`src/rtl/ola_pkg.sv`:
```
// Package for the overlap layer assigner: grid bounds, rectangle type,
// overlap test and the controller state type. No dependencies.
`timescale 1ns / 1ps
package ola_pkg;
   localparam int DEF_MAX_ROWS    = 8;
   localparam int DEF_MAX_COLUMNS = 8;

   typedef struct packed {
      logic [15:0] h;
      logic [15:0] w;
      logic [15:0] y;
      logic [15:0] x;
   } rect_type;

   typedef enum logic [1:0] {
      ST_IDLE,
      ST_SCAN,
      ST_PLACE,
      ST_RESULT
   } state_type;

   // True when the two rectangles overlap on both axes (strict comparisons).
   function automatic logic rect_overlap(rect_type a, rect_type b);
      logic signed [16:0] dx;
      logic signed [16:0] dy;
      logic [16:0] adx;
      logic [16:0] ady;
      logic [17:0] sw;
      logic [17:0] sh;
      dx  = {a.x[15], a.x} - {b.x[15], b.x};
      dy  = {a.y[15], a.y} - {b.y[15], b.y};
      adx = dx[16] ? 17'(-dx) : 17'(dx);
      ady = dy[16] ? 17'(-dy) : 17'(dy);
      sw  = {2'b00, a.w} + {2'b00, b.w};
      sh  = {2'b00, a.h} + {2'b00, b.h};
      return ({adx, 1'b0} < sw) && ({ady, 1'b0} < sh);
   endfunction
endpackage

```
`src/rtl/ola_cell.sv`:
```
// One cell of the placement chain: holds one grid entry and passes its
// entry to the neighbour when the chain rotates. Depends on ola_pkg.
`timescale 1ns / 1ps
module ola_cell
   import ola_pkg::*;
(
   input  logic     clock,
   input  logic     reset,
   input  logic     clear,
   input  logic     shift,
   input  logic     load,
   input  rect_type load_rect,
   input  logic     prev_valid,
   input  rect_type prev_rect,
   output logic     valid,
   output rect_type rect
);
   logic     valid_ff, valid_in;
   rect_type rect_ff, rect_in;

   always_comb begin
      valid_in = valid_ff;
      rect_in  = rect_ff;
      if (clear) begin
         valid_in = 1'b0;
      end else if (load) begin
         valid_in = 1'b1;
         rect_in  = load_rect;
      end else if (shift) begin
         valid_in = prev_valid;
         rect_in  = prev_rect;
      end
   end

   always_ff @(posedge clock) begin
      if (reset) begin
         valid_ff <= 1'b0;
      end else begin
         valid_ff <= valid_in;
      end
      rect_ff <= rect_in;
   end

   assign valid = valid_ff;
   assign rect  = rect_ff;
endmodule

```
`src/rtl/ola_chain.sv`:
```
// Ring of grid cells rotating one position per cycle while shift is set;
// cell 0 is the head read by the controller. Depends on ola_pkg and ola_cell.
`timescale 1ns / 1ps
module ola_chain
   import ola_pkg::*;
#(
   parameter int CELLS = DEF_MAX_ROWS * DEF_MAX_COLUMNS
) (
   input  logic     clock,
   input  logic     reset,
   input  logic     clear,
   input  logic     shift,
   input  logic     load,
   input  rect_type load_rect,
   output logic     head_valid,
   output rect_type head_rect
);
   logic     valid [CELLS];
   rect_type rects [CELLS];

   for (genvar i = 0; i < CELLS; i++) begin : g_cell
      localparam int PREV = (i + 1) % CELLS;
      ola_cell u_cell (
         .clock(clock), .reset(reset), .clear(clear), .shift(shift),
         .load(load && (i == 0)), .load_rect(load_rect),
         .prev_valid(valid[PREV]), .prev_rect(rects[PREV]),
         .valid(valid[i]), .rect(rects[i])
      );
   end

   assign head_valid = valid[0];
   assign head_rect  = rects[0];
endmodule

```
`src/rtl/overlap_layer_assigner_top.sv`:
```
// Top level of the overlap layer assigner: controller, scan position and
// result registers around the cell ring. Depends on ola_pkg and ola_chain.
`timescale 1ns / 1ps
// The grid lives in a ring of MAX_ROWS*MAX_COLUMNS cells that rotates by one
// cell per clock while it is shifted, so the controller sees every entry at
// the ring head in row-major order. An item is scanned in one full turn of
// the ring, followed by a placement state and a result state, whatever the
// grid holds. When the rectangle is stored, the ring then makes a second
// full turn to write it, longer than the scan because the ring pauses while
// the target cell is loaded; busy stays high until that turn ends, and only
// then can the next item be accepted. An item that meets a full grid stores
// nothing and frees the block after the result state. One item is handled
// at a time. The result is shown on the rsp_ ports for exactly one cycle
// with rsp_valid high; the receiver cannot stall it and must take it then.
// Setting req_start_new empties the grid before the item is placed.
module overlap_layer_assigner_top
   import ola_pkg::*;
#(
   parameter int MAX_ROWS    = DEF_MAX_ROWS,
   parameter int MAX_COLUMNS = DEF_MAX_COLUMNS
) (
   input  logic        clock,
   input  logic        reset,
   input  logic        start,
   output logic        busy,
   input  logic        req_start_new,
   input  logic [15:0] req_centre_x,
   input  logic [15:0] req_centre_y,
   input  logic [15:0] req_rect_width,
   input  logic [15:0] req_rect_height,
   input  logic        req_last_shape,
   output logic        rsp_valid,
   output logic [2:0]  rsp_placed_row,
   output logic [2:0]  rsp_placed_column,
   output logic        rsp_overflow,
   output logic [3:0]  rsp_rows_used,
   output logic [3:0]  rsp_columns_used,
   output logic        rsp_set_done
);
   localparam int CELLS = MAX_ROWS * MAX_COLUMNS;
   localparam int RW    = $clog2(MAX_ROWS + 1);
   localparam int CW    = $clog2(MAX_COLUMNS + 1);
   localparam int IW    = $clog2(CELLS + 1);

   state_type state_ff, state_in;
   logic [IW-1:0] pos_ff, pos_in;        // ring cycles elapsed this pass
   logic [RW-1:0] srow_ff, srow_in;      // row of the entry at the head
   logic [CW-1:0] scol_ff, scol_in;      // column of the entry at the head
   logic [RW-1:0] rows_ff, rows_in;
   logic [CW-1:0] cols_ff, cols_in;
   logic [RW-1:0] trow_ff, trow_in;      // target row
   logic [CW-1:0] tcol_ff, tcol_in;      // target column
   logic          found_ff, found_in;    // scan decided a target
   logic          hit_ff, hit_in;        // current row overlaps
   rect_type      rect_ff;
   logic          last_ff;
   logic          out_ovf_ff;
   logic [2:0]    out_row_ff, out_col_ff;

   logic          accept;
   logic          clear, shift, load;
   logic          head_valid;
   rect_type      head_rect;
   logic [RW-1:0] scan_row;
   logic [CW-1:0] scan_col;
   logic          ovf;

   assign accept = start && !busy;
   assign scan_row = srow_ff;
   assign scan_col = scol_ff;
   assign ovf = (32'(trow_ff) >= 32'(MAX_ROWS)) || (32'(tcol_ff) >= 32'(MAX_COLUMNS));

   // Next state.
   always_comb begin
      state_in = state_ff;
      case (state_ff)
         ST_IDLE:   if (accept) state_in = ST_SCAN;
         ST_SCAN:   if (pos_ff == IW'(CELLS - 1)) state_in = ST_PLACE;
         ST_PLACE:  state_in = ST_RESULT;
         ST_RESULT: state_in = ST_IDLE;
         default:   state_in = ST_IDLE;
      endcase
   end

   // Chain control and scan bookkeeping. During the scan the ring turns by
   // one cell each cycle; after a full turn cell 0 again holds entry 0. The
   // target is only decided here; the write happens in a later turn.
   always_comb begin
      clear    = accept && req_start_new;
      shift    = (state_ff == ST_SCAN);
      pos_in   = pos_ff;
      srow_in  = srow_ff;
      scol_in  = scol_ff;
      rows_in  = rows_ff;
      cols_in  = cols_ff;
      trow_in  = trow_ff;
      tcol_in  = tcol_ff;
      found_in = found_ff;
      hit_in   = hit_ff;
      load     = 1'b0;
      if (accept) begin
         pos_in   = '0;
         srow_in  = '0;
         scol_in  = '0;
         found_in = 1'b0;
         hit_in   = 1'b0;
         trow_in  = '0;
         tcol_in  = '0;
         if (req_start_new) begin
            rows_in = '0;
            cols_in = '0;
         end
      end else if (state_ff == ST_SCAN) begin
         pos_in = pos_ff + IW'(1);
         if (scol_ff == CW'(MAX_COLUMNS - 1)) begin
            scol_in = '0;
            srow_in = srow_ff + RW'(1);
         end else begin
            scol_in = scol_ff + CW'(1);
         end
         if (!found_ff && (32'(scan_row) < 32'(rows_ff))
             && (32'(scan_col) < 32'(cols_ff))) begin
            if (scan_col == '0) hit_in = 1'b0;
            if (!(hit_ff && scan_col != '0)) begin
               if (!head_valid) begin
                  found_in = 1'b1;
                  trow_in  = scan_row;
                  tcol_in  = scan_col;
               end else if (rect_overlap(rect_ff, head_rect)) begin
                  hit_in  = 1'b1;
                  trow_in = scan_row + RW'(1);
                  tcol_in = '0;
               end else if (scan_col == cols_ff - CW'(1)) begin
                  found_in = 1'b1;
                  trow_in  = scan_row;
                  tcol_in  = cols_ff;
               end
            end
         end
      end else if (state_ff == ST_PLACE) begin
         if (!ovf) begin
            if (trow_ff == rows_ff) rows_in = rows_ff + RW'(1);
            if (tcol_ff == cols_ff) cols_in = cols_ff + CW'(1);
         end
      end
   end

   // Only cell 0 can be loaded, so the target index is latched at the end
   // of the scan and the writer below turns the ring until it arrives.
   logic          wr_pending_ff, wr_pending_in;
   logic [IW-1:0] wr_idx_ff, wr_idx_in;
   logic [IW-1:0] wcnt_ff, wcnt_in;
   logic          wshift;

   // Writer: after the scan the ring turns once more, loading the item at
   // the head when the target entry arrives. The ring does not turn while
   // the item is loaded, so the pass takes a full turn plus the load.
   always_comb begin
      wr_pending_in = wr_pending_ff;
      wr_idx_in     = wr_idx_ff;
      wcnt_in       = wcnt_ff;
      wshift        = 1'b0;
      if (state_ff == ST_PLACE && !ovf) begin
         wr_pending_in = 1'b1;
         wr_idx_in     = IW'(32'(trow_ff) * MAX_COLUMNS + 32'(tcol_ff));
         wcnt_in       = '0;
      end else if (wr_pending_ff) begin
         wshift  = 1'b1;
         wcnt_in = wcnt_ff + IW'(1);
         if (wcnt_ff == IW'(CELLS)) wr_pending_in = 1'b0;
      end
   end

   logic wload;
   assign wload = wr_pending_ff && (wcnt_ff == wr_idx_ff);

   ola_chain #(.CELLS(CELLS)) u_chain (
      .clock(clock), .reset(reset), .clear(clear),
      .shift((shift || wshift) && !wload), .load(load || wload),
      .load_rect(rect_ff), .head_valid(head_valid), .head_rect(head_rect)
   );

   always_ff @(posedge clock) begin
      if (reset) begin
         state_ff      <= ST_IDLE;
         pos_ff        <= '0;
         srow_ff       <= '0;
         scol_ff       <= '0;
         rows_ff       <= '0;
         cols_ff       <= '0;
         found_ff      <= 1'b0;
         hit_ff        <= 1'b0;
         wr_pending_ff <= 1'b0;
         wcnt_ff       <= '0;
      end else begin
         state_ff      <= state_in;
         pos_ff        <= pos_in;
         srow_ff       <= srow_in;
         scol_ff       <= scol_in;
         rows_ff       <= rows_in;
         cols_ff       <= cols_in;
         found_ff      <= found_in;
         hit_ff        <= hit_in;
         wr_pending_ff <= wr_pending_in;
         wcnt_ff       <= wcnt_in;
      end
      trow_ff   <= trow_in;
      tcol_ff   <= tcol_in;
      wr_idx_ff <= wr_idx_in;
      if (accept) begin
         rect_ff <= '{h: req_rect_height, w: req_rect_width,
                      y: req_centre_y, x: req_centre_x};
         last_ff <= req_last_shape;
      end
      if (state_ff == ST_PLACE) begin
         out_ovf_ff <= ovf;
         out_row_ff <= ovf ? 3'd0 : 3'(trow_ff);
         out_col_ff <= ovf ? 3'd0 : 3'(tcol_ff);
      end
   end

   // A load holds the ring, so the head entry is written in place; the
   // remaining turn then brings entry 0 back to the head.

   // Outputs.
   always_comb begin
      busy              = (state_ff != ST_IDLE) || wr_pending_ff;
      rsp_valid         = (state_ff == ST_RESULT);
      rsp_placed_row    = out_row_ff;
      rsp_placed_column = out_col_ff;
      rsp_overflow      = out_ovf_ff;
      rsp_rows_used     = 4'(rows_ff);
      rsp_columns_used  = 4'(cols_ff);
      rsp_set_done      = last_ff;
   end

   a_no_accept_busy: assert property (@(posedge clock) disable iff (reset)
      busy |-> !(state_ff == ST_IDLE && !wr_pending_ff))
      else $error("busy without work");
   a_rsp_once: assert property (@(posedge clock) disable iff (reset)
      rsp_valid |=> !rsp_valid)
      else $error("result shown twice");
   a_rows_bound: assert property (@(posedge clock) disable iff (reset)
      32'(rows_ff) <= MAX_ROWS && 32'(cols_ff) <= MAX_COLUMNS)
      else $error("grid count out of bound");
endmodule
```
`config.mk`:
```
export PLATFORM = sky130hd
export DESIGN_NAME = overlap_layer_assigner_top
export DESIGN_NICKNAME = d
export VERILOG_FILES = /design/src/rtl/ola_pkg.sv /design/src/rtl/ola_cell.sv /design/src/rtl/ola_chain.sv /design/src/rtl/overlap_layer_assigner_top.sv
export SDC_FILE = /design/constraint.sdc
export NUM_CORES = 2
export LEC_CHECK = 0
export BUFFER_PORTS_ARGS = -buffer_cell sky130_fd_sc_hd__buf_4
export CAP_MARGIN = 20
export CORE_UTILIZATION = 40
export DETAILED_ROUTE_END_ITERATION = 10
export HOLD_SLACK_MARGIN = 0.03
export PLACE_DENSITY = 0.62
export SYNTH_ARGS = -nofsm -noshare
export SYNTH_HDL_FRONTEND = slang
export SYNTH_SLANG_ARGS = --single-unit
```
`constraint.sdc`:
```
create_clock -name clock -period 239.8 [get_ports clock]
set_input_delay 23.98 -clock clock [delete_from_list [all_inputs] [get_ports clock]]
set_output_delay 23.98 -clock clock [all_outputs]
set_load 0.01 [all_outputs]
```
==> metrics.yaml <==
floorplan:
  die_area_um2: 341000
  die_w_um: 584
  core_um2: 337000
  start_util_pct: 40.2
  num_rows: 213
  die_y_um: 584
  ios: 87
sta:
  period_share_pct: 12.2
  skew_ps: 62.9
  worst_slew_pin_slew_ps: 1180
  grt_setup_unrepaired: "no"
  tns_ps: 0
  fin_crit_ps: 29320
  hold_viol_final: 0
  hold-worst-slack_ps: 381
  slew-limit-headroom_pct: 21.5
  fmax_mhz: 34.1
  setup_slack_ps: 210480
  setup_viol: 0
  report.final.slew_viol_count: 0
clocking:
  htree_levels: 5
  ctsResizeCount: 0
  clk_pin_slew_ps: 60
  clock_sinks: 4282
  clk_latency_ps: 950
  postCtsSetupBuffers: 0
  cts_tree: "yes"
  hold_buffers: 0
  numCtsBuffers: 411
  cts-root-buf: "clkbuf_16"
  cts_max_path_buffers: 4
route:
  finalWirelength_mm: 192
  via_count: 49200
  firstDrtPassIters: 5
  ant_nets: 0
  wl_per_cell_um: 17.7
  via_per_inst: 4.55
  drt_iter0_markers: 4702
  post-route-drc-count: 0
critical_path:
  critPathTopFamily: "buffers and inverters"
  rrSetupSlack_ps: 232400
  timing.rr.start: "state_ff[1]"
  crit_path_top_delay_cell: "buf_4"
  endpoint_kind: "flop"
  worstPathRequired_ps: 240320
  worstPathCellList: "buf_4 > inv_1 > or2_2 > inv_4 > a21oi_4 > buf_4 > buf_4 > buf_12 > buf_4 > buf_12"
  worstSetupPathType: "input pin to flop"
  cp-start-kind: "input pin"
  crit_buf_inv: 8
  slowest_delay_ps: 960
  arrival_ps: 29830
  worstPathMaxFanout: 208
  crit_top_cell: "buf_4"
  startpoint: "start"
global_routing:
  grt_pass1_vias: 48600
  top_usage_layer: "met2"
  grt_use_met3_pct: 2.11
  grt-ovfl-total: 0
  grt_start_max_net_pins: 210
  grt_usage_pct: 11.1
  antenna_found_initial: 8
  grt_util_met2_pct: 16.4
  grt_pass1_wl_mm: 295
  use_met1_pct: 16.1
pwr:
  peakVddDrop_v: 0.0000154
  powerDensity_nw_per_um2: 14.9
  finalPower_mw: 2.31
  power_leakage_nw: 50.2
synthesis:
  synth_flop_cell: "edfxtp_1"
  yosys.area.top_type: "edfxtp_1"
  synth_cell_type_count: 75
  synthTopCellsByArea: "edfxtp_1 93%, dfxtp_1 1.6%, ha_1 1.1%, nand2_1 0.54%, mux2_2 0.53%"
  synth_area_um2: 135000
  synthArstFlopShare_pct: 0
  seq_area_frac_synth_pct: 94.2
  syn-num-nets: 5650
  yosysTopAreaCellShare_pct: 92.6
  synth.avg_cell_area_um2: 24.8
  synth-edff-count: 4175
  ys_seq_elements: 4282
  yosys_warnings: 0
  syn_inst: 5457
place:
  finalWeightedCongestion: 0.794
  portBuffers: 86
  hpwl_mm: 98.5
  post-place-ws_ps: 209560
cells_and_area:
  drive_above_1_share_pct: 13.0
  fill_cells: 27100
  area_growth_syn_to_layout_pct: 14.9
  nets: 6155
job:
  maxCapViolCount: 0
min_path:
  hold_path_class: "flop to flop"
  min_from: "u_chain.g_cell[18].u_cell.rect[46]"
run_status:
  outcome: "completed"
==> metal layers <==
| metal | wire [um] | vias to the layer above |
|---|---|---|
| met3 | 7820 | 445 |
| met4 | 8830 | 2 |
| met2 | 85500 | 820 |
| met5 | 13 | - |
| li1 | - | 22700 |
| met1 | 89800 | 25300 |
==> where the power goes <==
group	switching, mW	internal, mW	leakage (nW)
Combinational	0.242	0.0647	3.95
Clock	0.268	0.362	6.47
Sequential	0.0950	1.28	39.7
Total	0.606	1.71	50.2
==> cell usage in the layout, fill, tap and decap left out, drive strengths merged, types with 6 or more instances in the layout <==
cell / count
a211oi: 8
a21o: 21
a21oi: 122
a31oi: 9
and2: 14
and3: 7
buf: 140
bufinv: 36
clkbuf: 500
clkinv: 182
clkinvlp: 18
dfxtp: 107
diode: 11
edfxtp: 4175
ha: 120
inv: 102
mux2: 65
mux2i: 12
nand2: 193
nand2b: 12
nand3: 17
nand4: 15
nor2: 105
nor2b: 17
nor3: 19
nor4: 8
o211ai: 8
o21a: 32
o21ai: 34
o21bai: 9
o31a: 7
o31ai: 11
or2: 6
or3: 7
xnor2: 66
xor2: 43
==> area by class of cell <==
class,instances,area (um^2),area share [%]
clock inverter,256,2510,1.61
inverter,82,310,0.199
antenna,11,27.5,0.0177
sequential,4282,128000,82.0
clock buffer,500,10800,6.96
multi-input combinational,1045,7400,4.76
tap,4515,5650,3.63
timing repair buffer,140,1310,0.841
==> kinds of logic after synthesis <==
group	count (synthesis)	synth area share, %
mux	77	0.629
flops	4282	94.2
simple gates	437	1.48
fa+ha+maj	124	1.17
buf+inv	130	0.360
compound gates	298	1.45
xor+xnor	109	0.705
==> sequential cells by signal, summed over array words and instances, names as in the netlist <==
register,cells
u_chain.g_cell.u_cell.rect,4096
trow_ff,4
hit_ff,1
wr_idx_ff,7
found_ff,1
scan_col,4
rsp_placed_column,3
tcol_ff,4
rsp_set_done,1
rsp_columns_used,4
rsp_rows_used,4
scan_row,4
wr_pending_ff,1
rsp_overflow,1
pos_ff,7
wcnt_ff,7
state_ff,2
rsp_placed_row,3
u_chain.g_cell.u_cell.valid,64
rect_ff,64
==> through the flow <==
step                      instances  utilization [%]  instance area [um^2]
after floorplan                5457                -                135000
after global placement        10100             42.2                142000
after detailed placement      10100             42.2                142000
after CTS                     10800             46.1                155000
after global routing          10800             46.2                156000
final                         10800             46.2                156000
==> synthesized netlist by cell type (all sizes together) (8+ instances only) <==
| cell | n |
|---|---|
| edfxtp | 4175 |
| nand2 | 193 |
| a21oi | 122 |
| ha | 120 |
| dfxtp | 107 |
| nor2 | 105 |
| inv | 82 |
| xnor2 | 66 |
| mux2 | 65 |
| xor2 | 43 |
| clkbuf | 42 |
| o21ai | 34 |
| o21a | 32 |
| a21o | 21 |
| nor3 | 19 |
| nand3 | 17 |
| nor2b | 17 |
| nand4 | 15 |
| and2 | 14 |
| mux2i | 12 |
| nand2b | 12 |
| o31ai | 11 |
| a31oi | 9 |
| o21bai | 9 |
| a211oi | 8 |
| nor4 | 8 |
| o211ai | 8 |
==> final timing paths <==
| kind | cells after the start | to |
|---|---|---|
| worst min-delay path | 0 | u_chain.g_cell[17].u_cell.rect[46] |
| worst max register to register | 11 | u_chain.g_cell[26].u_cell.rect[8] |
| worst min register to register | 0 | u_chain.g_cell[17].u_cell.rect[46] |
| worst max-delay path | 10 | u_chain.g_cell[26].u_cell.rect[8] |
No activity file was read; power rests on OpenSTA's default activity.
